File: config.mk
export PLATFORM = sky130hd
export DESIGN_NAME = fraction_sum_accumulator_top
export DESIGN_NICKNAME = d
export VERILOG_FILES = /design/src/rtl/fsa_pkg.sv /design/src/rtl/fraction_sum_accumulator_top.sv
export SDC_FILE = /design/constraint.sdc
export NUM_CORES = 2
export LEC_CHECK = 0
export BUFFER_PORTS_ARGS = -buffer_cell sky130_fd_sc_hd__clkbuf_2
export CORE_MARGIN = 3
export CORE_UTILIZATION = 50
export CTS_BUF_LIST = sky130_fd_sc_hd__clkbuf_4 sky130_fd_sc_hd__clkbuf_8
export DETAILED_ROUTE_END_ITERATION = 6
export PLACE_DENSITY_LB_ADDON = 0.1
export SLEW_MARGIN = 5
export SYNTH_ARGS = -nofsm -noshare
export SYNTH_HDL_FRONTEND = slang
export SYNTH_SLANG_ARGS = --single-unit
File: constraint.sdc
create_clock -name i_clk -period 9.39 [get_ports i_clk]
set_input_delay 0.939 -clock i_clk [delete_from_list [all_inputs] [get_ports i_clk]]
set_output_delay 0.939 -clock i_clk [all_outputs]
set_load 0.1 [all_outputs]
File: src/rtl/fsa_pkg.sv
`default_nettype none

package fsa_pkg;

    // Overflow status carried with a result.
    typedef enum logic {
        OVF_NONE = 1'b0,
        OVF_SET  = 1'b1
    } t_ovf;

endpackage

`default_nettype wire

File: src/rtl/fraction_sum_accumulator_top.sv
// An accepted transaction passes the bit-serial multiply, the sum, the data-dependent gcd states
// (zero test, power-of-two strip, subtract loop, restore) and the bit-serial dividers over W bits,
// W = ACC_WIDTH + IN_WIDTH + 1. A zero denominator goes straight from acceptance to S_DONE.
// The input stalls until the sequencer is idle again, so a new transaction is accepted only
// after the previous one has been loaded into the output register.
// Synchronous active-low reset returns the sum to 0/1 and empties the output register.
`default_nettype none

module fraction_sum_accumulator_top #(
    parameter int ACC_WIDTH = 32,
    parameter int IN_WIDTH  = 16
) (
    input  wire logic                 i_clk,
    input  wire logic                 i_rst_n,
    input  wire logic                 i_valid,
    output logic                      o_stall,
    input  wire logic                 i_restart,
    input  wire logic [IN_WIDTH-1:0]  i_addend_num,
    input  wire logic [IN_WIDTH-1:0]  i_addend_den,
    output logic                      o_valid,
    input  wire logic                 i_stall,
    output logic [ACC_WIDTH-1:0]      o_sum_num,
    output logic [ACC_WIDTH-1:0]      o_sum_den,
    output logic                      o_overflow
);

    // The unreduced sum needs ACC_WIDTH + IN_WIDTH bits plus one carry bit.
    localparam int W  = ACC_WIDTH + IN_WIDTH + 1;
    localparam int CW = $clog2(W + 1);

    typedef enum logic [3:0] {
        S_IDLE,
        S_MUL,
        S_SUM,
        S_GZERO,
        S_GTWO,
        S_GAEVEN,
        S_GLOOP,
        S_GSHIFT,
        S_DIV,
        S_DONE
    } t_state;

    t_state r_state;

    // Running sum, the state that survives between transactions.
    logic [ACC_WIDTH-1:0] r_run_num;
    logic [ACC_WIDTH-1:0] r_run_den;

    // Multiplier bits are shifted out of these registers, most significant bit first.
    logic [IN_WIDTH-1:0]  r_sad;
    logic [IN_WIDTH-1:0]  r_san;

    // Partial products; later r_pn and r_pd hold dividend bits and then quotient bits.
    logic [W-1:0]         r_pn;
    logic [W-1:0]         r_pd;
    logic [W-1:0]         r_pt;

    // Binary gcd operands; r_a ends up as the divisor.
    logic [W-1:0]         r_a;
    logic [W-1:0]         r_b;
    logic [CW-1:0]        r_k;
    logic [CW-1:0]        r_cnt;

    // Division remainders.
    logic [W-1:0]         r_rn;
    logic [W-1:0]         r_rd;

    logic                 r_ovf_pend;

    // Output register.
    logic                 r_out_valid;
    logic [ACC_WIDTH-1:0] r_out_num;
    logic [ACC_WIDTH-1:0] r_out_den;
    fsa_pkg::t_ovf        r_out_ovf;

    logic [W-1:0]         run_num_x;
    logic [W-1:0]         run_den_x;
    logic [W:0]           diff_ba;
    logic [W:0]           diff_ab;
    logic [W:0]           tn;
    logic [W:0]           td;
    logic [W:0]           sub_n;
    logic [W:0]           sub_d;
    logic                 ge_n;
    logic                 ge_d;
    logic                 fits;
    logic                 result_ok;
    logic                 slot_free;
    logic [ACC_WIDTH-1:0] n_run_num;
    logic [ACC_WIDTH-1:0] n_run_den;

    assign run_num_x = {{(W - ACC_WIDTH){1'b0}}, r_run_num};
    assign run_den_x = {{(W - ACC_WIDTH){1'b0}}, r_run_den};

    // Both differences are formed at once; the borrow of b - a tells which operand is larger.
    assign diff_ba = {1'b0, r_b} - {1'b0, r_a};
    assign diff_ab = {1'b0, r_a} - {1'b0, r_b};

    // One restoring-division step for each quotient, sharing the divisor r_a.
    assign tn    = {r_rn, r_pn[W-1]};
    assign td    = {r_rd, r_pd[W-1]};
    assign sub_n = tn - {1'b0, r_a};
    assign sub_d = td - {1'b0, r_a};
    assign ge_n  = !sub_n[W];
    assign ge_d  = !sub_d[W];

    // The reduced sum is kept only if both quotients fit the accumulator.
    assign fits      = (r_pn[W-1:ACC_WIDTH] == '0) && (r_pd[W-1:ACC_WIDTH] == '0);
    assign result_ok = !r_ovf_pend && fits;
    assign n_run_num = result_ok ? r_pn[ACC_WIDTH-1:0] : r_run_num;
    assign n_run_den = result_ok ? r_pd[ACC_WIDTH-1:0] : r_run_den;

    assign slot_free = !r_out_valid || !i_stall;

    assign o_stall    = (r_state != S_IDLE);
    assign o_valid    = r_out_valid;
    assign o_sum_num  = r_out_num;
    assign o_sum_den  = r_out_den;
    assign o_overflow = (r_out_ovf == fsa_pkg::OVF_SET);

    always_ff @(posedge i_clk) begin
        if (!i_rst_n) begin
            r_state     <= S_IDLE;
            r_run_num   <= '0;
            r_run_den   <= {{(ACC_WIDTH - 1){1'b0}}, 1'b1};
            r_out_valid <= 1'b0;
            r_ovf_pend  <= 1'b0;
        end else begin
            // In S_DONE the output register is reloaded below instead.
            if (r_out_valid && !i_stall && (r_state != S_DONE)) begin
                r_out_valid <= 1'b0;
            end

            case (r_state)
                S_IDLE: begin
                    if (i_valid) begin
                        // A restart clears the sum now, so an overflow later keeps 0/1.
                        if (i_restart) begin
                            r_run_num <= '0;
                            r_run_den <= {{(ACC_WIDTH - 1){1'b0}}, 1'b1};
                        end
                        r_sad <= i_addend_den;
                        r_san <= i_addend_num;
                        r_pn  <= '0;
                        r_pd  <= '0;
                        r_pt  <= '0;
                        r_cnt <= CW'(IN_WIDTH);
                        if (i_addend_den == '0) begin
                            r_ovf_pend <= 1'b1;
                            r_state    <= S_DONE;
                        end else begin
                            r_ovf_pend <= 1'b0;
                            r_state    <= S_MUL;
                        end
                    end
                end

                S_MUL: begin
                    // Shift-and-add over the addend bits for all three products.
                    r_pn  <= {r_pn[W-2:0], 1'b0} + (r_sad[IN_WIDTH-1] ? run_num_x : '0);
                    r_pd  <= {r_pd[W-2:0], 1'b0} + (r_sad[IN_WIDTH-1] ? run_den_x : '0);
                    r_pt  <= {r_pt[W-2:0], 1'b0} + (r_san[IN_WIDTH-1] ? run_den_x : '0);
                    r_sad <= {r_sad[IN_WIDTH-2:0], 1'b0};
                    r_san <= {r_san[IN_WIDTH-2:0], 1'b0};
                    r_cnt <= r_cnt - 1'b1;
                    if (r_cnt == CW'(1)) begin
                        r_state <= S_SUM;
                    end
                end

                S_SUM: begin
                    r_pn    <= r_pn + r_pt;
                    r_a     <= r_pn + r_pt;
                    r_b     <= r_pd;
                    r_k     <= '0;
                    r_state <= S_GZERO;
                end

                S_GZERO: begin
                    // A zero numerator has the denominator as its gcd.
                    if (r_a == '0) begin
                        r_a     <= r_b;
                        r_rn    <= '0;
                        r_rd    <= '0;
                        r_cnt   <= CW'(W);
                        r_state <= S_DIV;
                    end else begin
                        r_state <= S_GTWO;
                    end
                end

                S_GTWO: begin
                    if (!r_a[0] && !r_b[0]) begin
                        r_a <= {1'b0, r_a[W-1:1]};
                        r_b <= {1'b0, r_b[W-1:1]};
                        r_k <= r_k + 1'b1;
                    end else begin
                        r_state <= S_GAEVEN;
                    end
                end

                S_GAEVEN: begin
                    if (!r_a[0]) begin
                        r_a <= {1'b0, r_a[W-1:1]};
                    end else begin
                        r_state <= S_GLOOP;
                    end
                end

                S_GLOOP: begin
                    // a stays odd; b is halved while even, else the larger loses the smaller.
                    if (r_b == '0) begin
                        r_state <= S_GSHIFT;
                    end else if (!r_b[0]) begin
                        r_b <= {1'b0, r_b[W-1:1]};
                    end else if (diff_ba[W]) begin
                        r_a <= r_b;
                        r_b <= diff_ab[W-1:0];
                    end else begin
                        r_b <= diff_ba[W-1:0];
                    end
                end

                S_GSHIFT: begin
                    // Restore the common power of two.
                    if (r_k != '0) begin
                        r_a <= {r_a[W-2:0], 1'b0};
                        r_k <= r_k - 1'b1;
                    end else begin
                        r_rn    <= '0;
                        r_rd    <= '0;
                        r_cnt   <= CW'(W);
                        r_state <= S_DIV;
                    end
                end

                S_DIV: begin
                    r_rn  <= ge_n ? sub_n[W-1:0] : tn[W-1:0];
                    r_rd  <= ge_d ? sub_d[W-1:0] : td[W-1:0];
                    r_pn  <= {r_pn[W-2:0], ge_n};
                    r_pd  <= {r_pd[W-2:0], ge_d};
                    r_cnt <= r_cnt - 1'b1;
                    if (r_cnt == CW'(1)) begin
                        r_state <= S_DONE;
                    end
                end

                S_DONE: begin
                    if (slot_free) begin
                        r_run_num   <= n_run_num;
                        r_run_den   <= n_run_den;
                        r_out_num   <= n_run_num;
                        r_out_den   <= n_run_den;
                        r_out_ovf   <= result_ok ? fsa_pkg::OVF_NONE : fsa_pkg::OVF_SET;
                        r_out_valid <= 1'b1;
                        r_state     <= S_IDLE;
                    end
                end

                default: begin
                    r_state <= S_IDLE;
                end
            endcase
        end
    end

    // The divisor is never zero once division starts.
    a_div_nonzero: assert property (@(posedge i_clk) disable iff (!i_rst_n)
        (r_state == S_DIV) |-> (r_a != '0))
        else $error("gcd divisor is zero during division");

    // The main gcd loop keeps its first operand odd.
    a_gloop_odd: assert property (@(posedge i_clk) disable iff (!i_rst_n)
        (r_state == S_GLOOP) |-> r_a[0])
        else $error("gcd operand a is even in the subtract loop");

    // The running denominator can never become zero.
    a_den_nonzero: assert property (@(posedge i_clk) disable iff (!i_rst_n)
        (r_run_den != '0))
        else $error("running denominator is zero");

    // An accepted transaction always starts work.
    a_accept_busy: assert property (@(posedge i_clk) disable iff (!i_rst_n)
        (i_valid && !o_stall) |=> (r_state != S_IDLE))
        else $error("accepted transaction did not leave idle");

    // A reported overflow leaves the running sum as it was shown.
    a_ovf_kept: assert property (@(posedge i_clk) disable iff (!i_rst_n)
        ((r_state == S_DONE) && slot_free && !result_ok) |=>
        (r_run_num == $past(r_run_num)) && (r_run_den == $past(r_run_den)))
        else $error("running sum changed on overflow");

endmodule

`default_nettype wire

==> out/qor.tcl <==
set qor(outcome) {finished clean}
set qor(syn_area_per_cell_um2) 8.836
set qor(critical_path_required_ns) 9.97
set qor(worst_path_max_delay_cell) {sky130_fd_sc_hd__edfxtp_1}
set qor(seq_power_share_pct) 31.9
set qor(power.switching_w) 0.005094
set qor(wp_data_arrival_ns) 5.48
set qor(post_cts_resized) 0
set qor(tightestPinTransition_ns) 1.121
set qor(die_x_um) 299.0
set qor(finish.utilization_pct) 55.01
set qor(mostFrequentLayoutCell) {sky130_fd_sc_hd__a21oi_1}
set qor(cp-end-kind) {register}
set qor(ys_seq_area_share_pct) 34.89
set qor(primary_ff_master_synth) {sky130_fd_sc_hd__edfxtp_1}
set qor(worstHoldPathType) {input port to register}
set qor(layout_cells_excl_fill) 6076
set qor(grt_pass1_wl_um) 217200
set qor(power_frac_comb_pct) 46.0
set qor(drt_wl_total_um) 142500
set qor(worstSkewPairLatency_ns) 0.77
set qor(syn-num-nets) 5243
set qor(timing.slew.headroom_pct) 24.74
set qor(initial_utilization_pct) 50.88
set qor(wl_per_cell_um) 23.46
set qor(fillCellCount) 8001
set qor(drv.max_cap_violation_count) 0
set qor(rsz0062_at_grt) {false}
set qor(initialDrtViolationCount) 3375
set qor(clock_root_buffer_master) {sky130_fd_sc_hd__clkbuf_8}
set qor(p_per_area_nw_per_um2) 243.7
set qor(chipHeight_um) 299.0
set qor(cts-buffers-inserted) 99
set qor(core_region_area_um2) 84350
set qor(cellInternalPower_w) 0.006214
set qor(maximum_number_of_pins_on_one_net_before_global_route_repair) 91
set qor(timing.final.crit_period_ns) 4.898
set qor(setup.worst_path.start_class) {register}
set qor(tritoncts) {built}
set qor(mappedNetlistArea_um2) 42920
set qor(most_frequent_cells_in_the_layout) {sky130_fd_sc_hd__a21oi_1 (492), sky130_fd_sc_hd__edfxtp_1 (452), sky130_fd_sc_hd__nand2_1 (427), sky130_fd_sc_hd__nor2_1 (367), sky130_fd_sc_hd__ha_1 (340)}
set qor(grt_remaining_overflow) 0
set qor(placement.io_buffers) 103
set qor(skew_ns) 0.04208
set qor(setup.worst_path.class) {register to register}
set qor(fin_setup_tns_ns) 0
set qor(dpl.cell_count) 5890
set qor(slew_violations) 0
set qor(synth_enable_flop_cells) 452
set qor(syn-instance-count) 4857
set qor(grt_pass1_vias) 36080
set qor(area_taken_by_multi_input_logic_gates_um2) 26230
set qor(cellLeakagePower_nw) 19.14
set qor(post_synth_num_cell_types) 109
set qor(tritoncts_num_sinks) 522
set qor(cells_along_the_critical_path) {inv_1 -> ha_1 -> nor2b_1 -> o31a_1 -> o41ai_2 -> a211o_1 -> nand4_1 -> a311oi_4 -> mux2i_4 -> nand2_4 -> mux2_1 -> nor2_1}
set qor(vdd_ir_drop_max_uv) 214.1
set qor(critical_path_s_largest_stage_delay_ns) 0.67
set qor(viasPerCell) 6.303
set qor(detail_route.drc_violations) 0
set qor(max_clock_freq_mhz) 204.2
set qor(grt_antenna_before_repair) 7
set qor(clkSlewWorstSetupHoldPaths_ns) 0.07
set qor(hold_violations_final) 0
set qor(fin_nets) 5243
set qor(cts-htree-levels) 3
set qor(synthesis_to_finish_area_growth_pct) 8.114
set qor(firstDrtPassIters) 6
set qor(critPathMaxFanout) 54
set qor(cts_setup_buffers) 0
set qor(final_antenna_net_count) 0
set qor(routed-via-count) 38300
set qor(layout.area.seq_um2) 14970
set qor(layout-drive-gt1-share_pct) 9.071
set qor(clock_path_buffers) 3
set qor(power.switching_fraction_pct) 45.05
set qor(synth_seq_cells) 522
set qor(final-setup-viol-count) 0
set qor(post_cts_hold_buffer_count) 0
set qor(num_io_pins) 104
set qor(final_min_period_over_clock_period_pct) 52.16
set qor(power.clock.fraction_pct) 22.1
set qor(gp_routability_congestion) 0.9415
set qor(yosysWarnings) 0
set qor(placementRows) 106
set qor(grtUsageTotal_pct) 30.92
set qor(async_reset_ff_share_pct) 0
set qor(dpl.hpwl_um) 106400
set qor(dieArea_um2) 89380
-- flip-flops by register name, summed over array words and instances (netlist names), 49 cells and up --
| register | count |
|---|---|
| r_a | 49 |
| r_pd | 49 |
| r_pt | 49 |
| r_pn | 49 |
| r_rd | 49 |
| r_b | 49 |
| r_rn | 49 |
-- cell usage after synthesis, types with 14 or more instances --
cell / instances / area [µm²]
sky130_fd_sc_hd__clkbuf_1: 182 / 683.2
sky130_fd_sc_hd__edfxtp_1: 452 / 13570
sky130_fd_sc_hd__a22oi_1: 94 / 705.7
sky130_fd_sc_hd__and3_1: 51 / 319.1
sky130_fd_sc_hd__o221ai_1: 34 / 297.8
sky130_fd_sc_hd__xor2_1: 95 / 832.1
sky130_fd_sc_hd__buf_2: 31 / 155.2
sky130_fd_sc_hd__o21a_1: 39 / 292.8
sky130_fd_sc_hd__nor2_1: 370 / 1389
sky130_fd_sc_hd__o21ai_1: 14 / 70.07
sky130_fd_sc_hd__ha_1: 340 / 4254
sky130_fd_sc_hd__and2_1: 117 / 732.0
sky130_fd_sc_hd__nor3_1: 74 / 370.4
sky130_fd_sc_hd__o211ai_1: 39 / 292.8
sky130_fd_sc_hd__a221oi_1: 19 / 166.4
sky130_fd_sc_hd__xnor2_1: 179 / 1568
sky130_fd_sc_hd__a21oi_1: 493 / 2467
sky130_fd_sc_hd__inv_1: 216 / 810.8
sky130_fd_sc_hd__nand4_1: 74 / 462.9
sky130_fd_sc_hd__o31ai_1: 26 / 195.2
sky130_fd_sc_hd__nor4_1: 53 / 331.6
sky130_fd_sc_hd__a221o_1: 27 / 270.3
sky130_fd_sc_hd__a21o_1: 179 / 1344
sky130_fd_sc_hd__nand3_1: 106 / 530.5
sky130_fd_sc_hd__a31oi_1: 54 / 337.8
sky130_fd_sc_hd__o21ai_0: 333 / 1667
sky130_fd_sc_hd__o21bai_1: 55 / 412.9
sky130_fd_sc_hd__mux2_2: 69 / 777.0
sky130_fd_sc_hd__nand2b_1: 40 / 250.2
sky130_fd_sc_hd__nor2b_1: 106 / 663.1
sky130_fd_sc_hd__a211oi_1: 30 / 225.2
sky130_fd_sc_hd__nand2_1: 431 / 1618
sky130_fd_sc_hd__dfxtp_1: 70 / 1401
sky130_fd_sc_hd__mux2i_1: 92 / 920.9
sky130_fd_sc_hd__or3_1: 22 / 137.6
-- metal layers --
layer  track usage [%]  part of all wire (%)
met5                 0                 0.011
met2             50.37                    46
met3             3.901                   6.6
met4             11.59                   3.9
met1             42.10                    43
-- per-stage QoR --
stage | instance area, µm² | hold slack, ns | setup WS (ns) | power, W
after detailed placement | 44230 | 0.4943 | 4.580 | 0.008694
after CTS | 46390 | 0.3662 | 4.556 | 0.01123
after floorplan | 42920 | 0.4836 | 1.659 | 0.006999
after global placement | 44230 | 0.4863 | 4.651 | 0.008692
after global routing | 46390 | 0.4246 | 4.288 | 0.01191
final | 46400 | 0.4337 | 4.492 | 0.01131
-- final cells by class --
| type | instances | share of cell area, % |
|---|---|---|
| multi-input combinational | 3877 | 56.54 |
| clock buffer | 128 | 3.487 |
| antenna | 3 | 0.01618 |
| timing repair buffer | 140 | 1.710 |
| inverter | 217 | 1.756 |
| tap | 1134 | 3.058 |
| sequential | 522 | 32.27 |
| clock inverter | 55 | 1.160 |
-- power groups by stage --
stage | sequential [W] | combinational, W | clock [W]
after floorplan | 0.00341 | 0.00359 | 0
after global placement | 0.00362 | 0.00507 | 0
after global routing | 0.00363 | 0.00563 | 0.00265
final | 0.00360 | 0.00520 | 0.00250
after detailed placement | 0.00363 | 0.00507 | 0
after CTS | 0.00358 | 0.00510 | 0.00255
-- worst paths after layout --
kind                            slack, ns  depth (start not counted)            start         to
worst min register to register       0.50                          2         r_san[9]  r_san[10]
worst min-delay path                 0.43                          3  i_addend_num[6]   r_san[6]
worst max register to register       4.49                         12           r_a[1]    r_rd[1]
worst max-delay path                 4.49                         12           r_a[1]    r_rd[1]
-- logic make-up after synthesis --
family                     count (synthesis)  synth area share (%)
AOI/OAI and AO/OA                       1594                 23.99
and+or+nand+nor                         1495                 16.79
DFF                                      522                 34.89
buffers and inverters                    458                 4.309
adders and majority gates                349                 10.33
xor gates and xnor gates                 274                 5.592
muxes                                    165                 4.093
-- worst max-delay path: cells and delay by family (launching register included) --
| kind | cells | cell delay, ns |
|---|---|---|
| flops | 1 | 0.67 |
| simple gates | 4 | 0.99 |
| mux | 2 | 0.97 |
| buf+inv | 1 | 0.27 |
| compound gates | 4 | 1.39 |
| fa+ha+maj | 1 | 0.34 |
No activity file was read; power rests on OpenSTA's default activity.
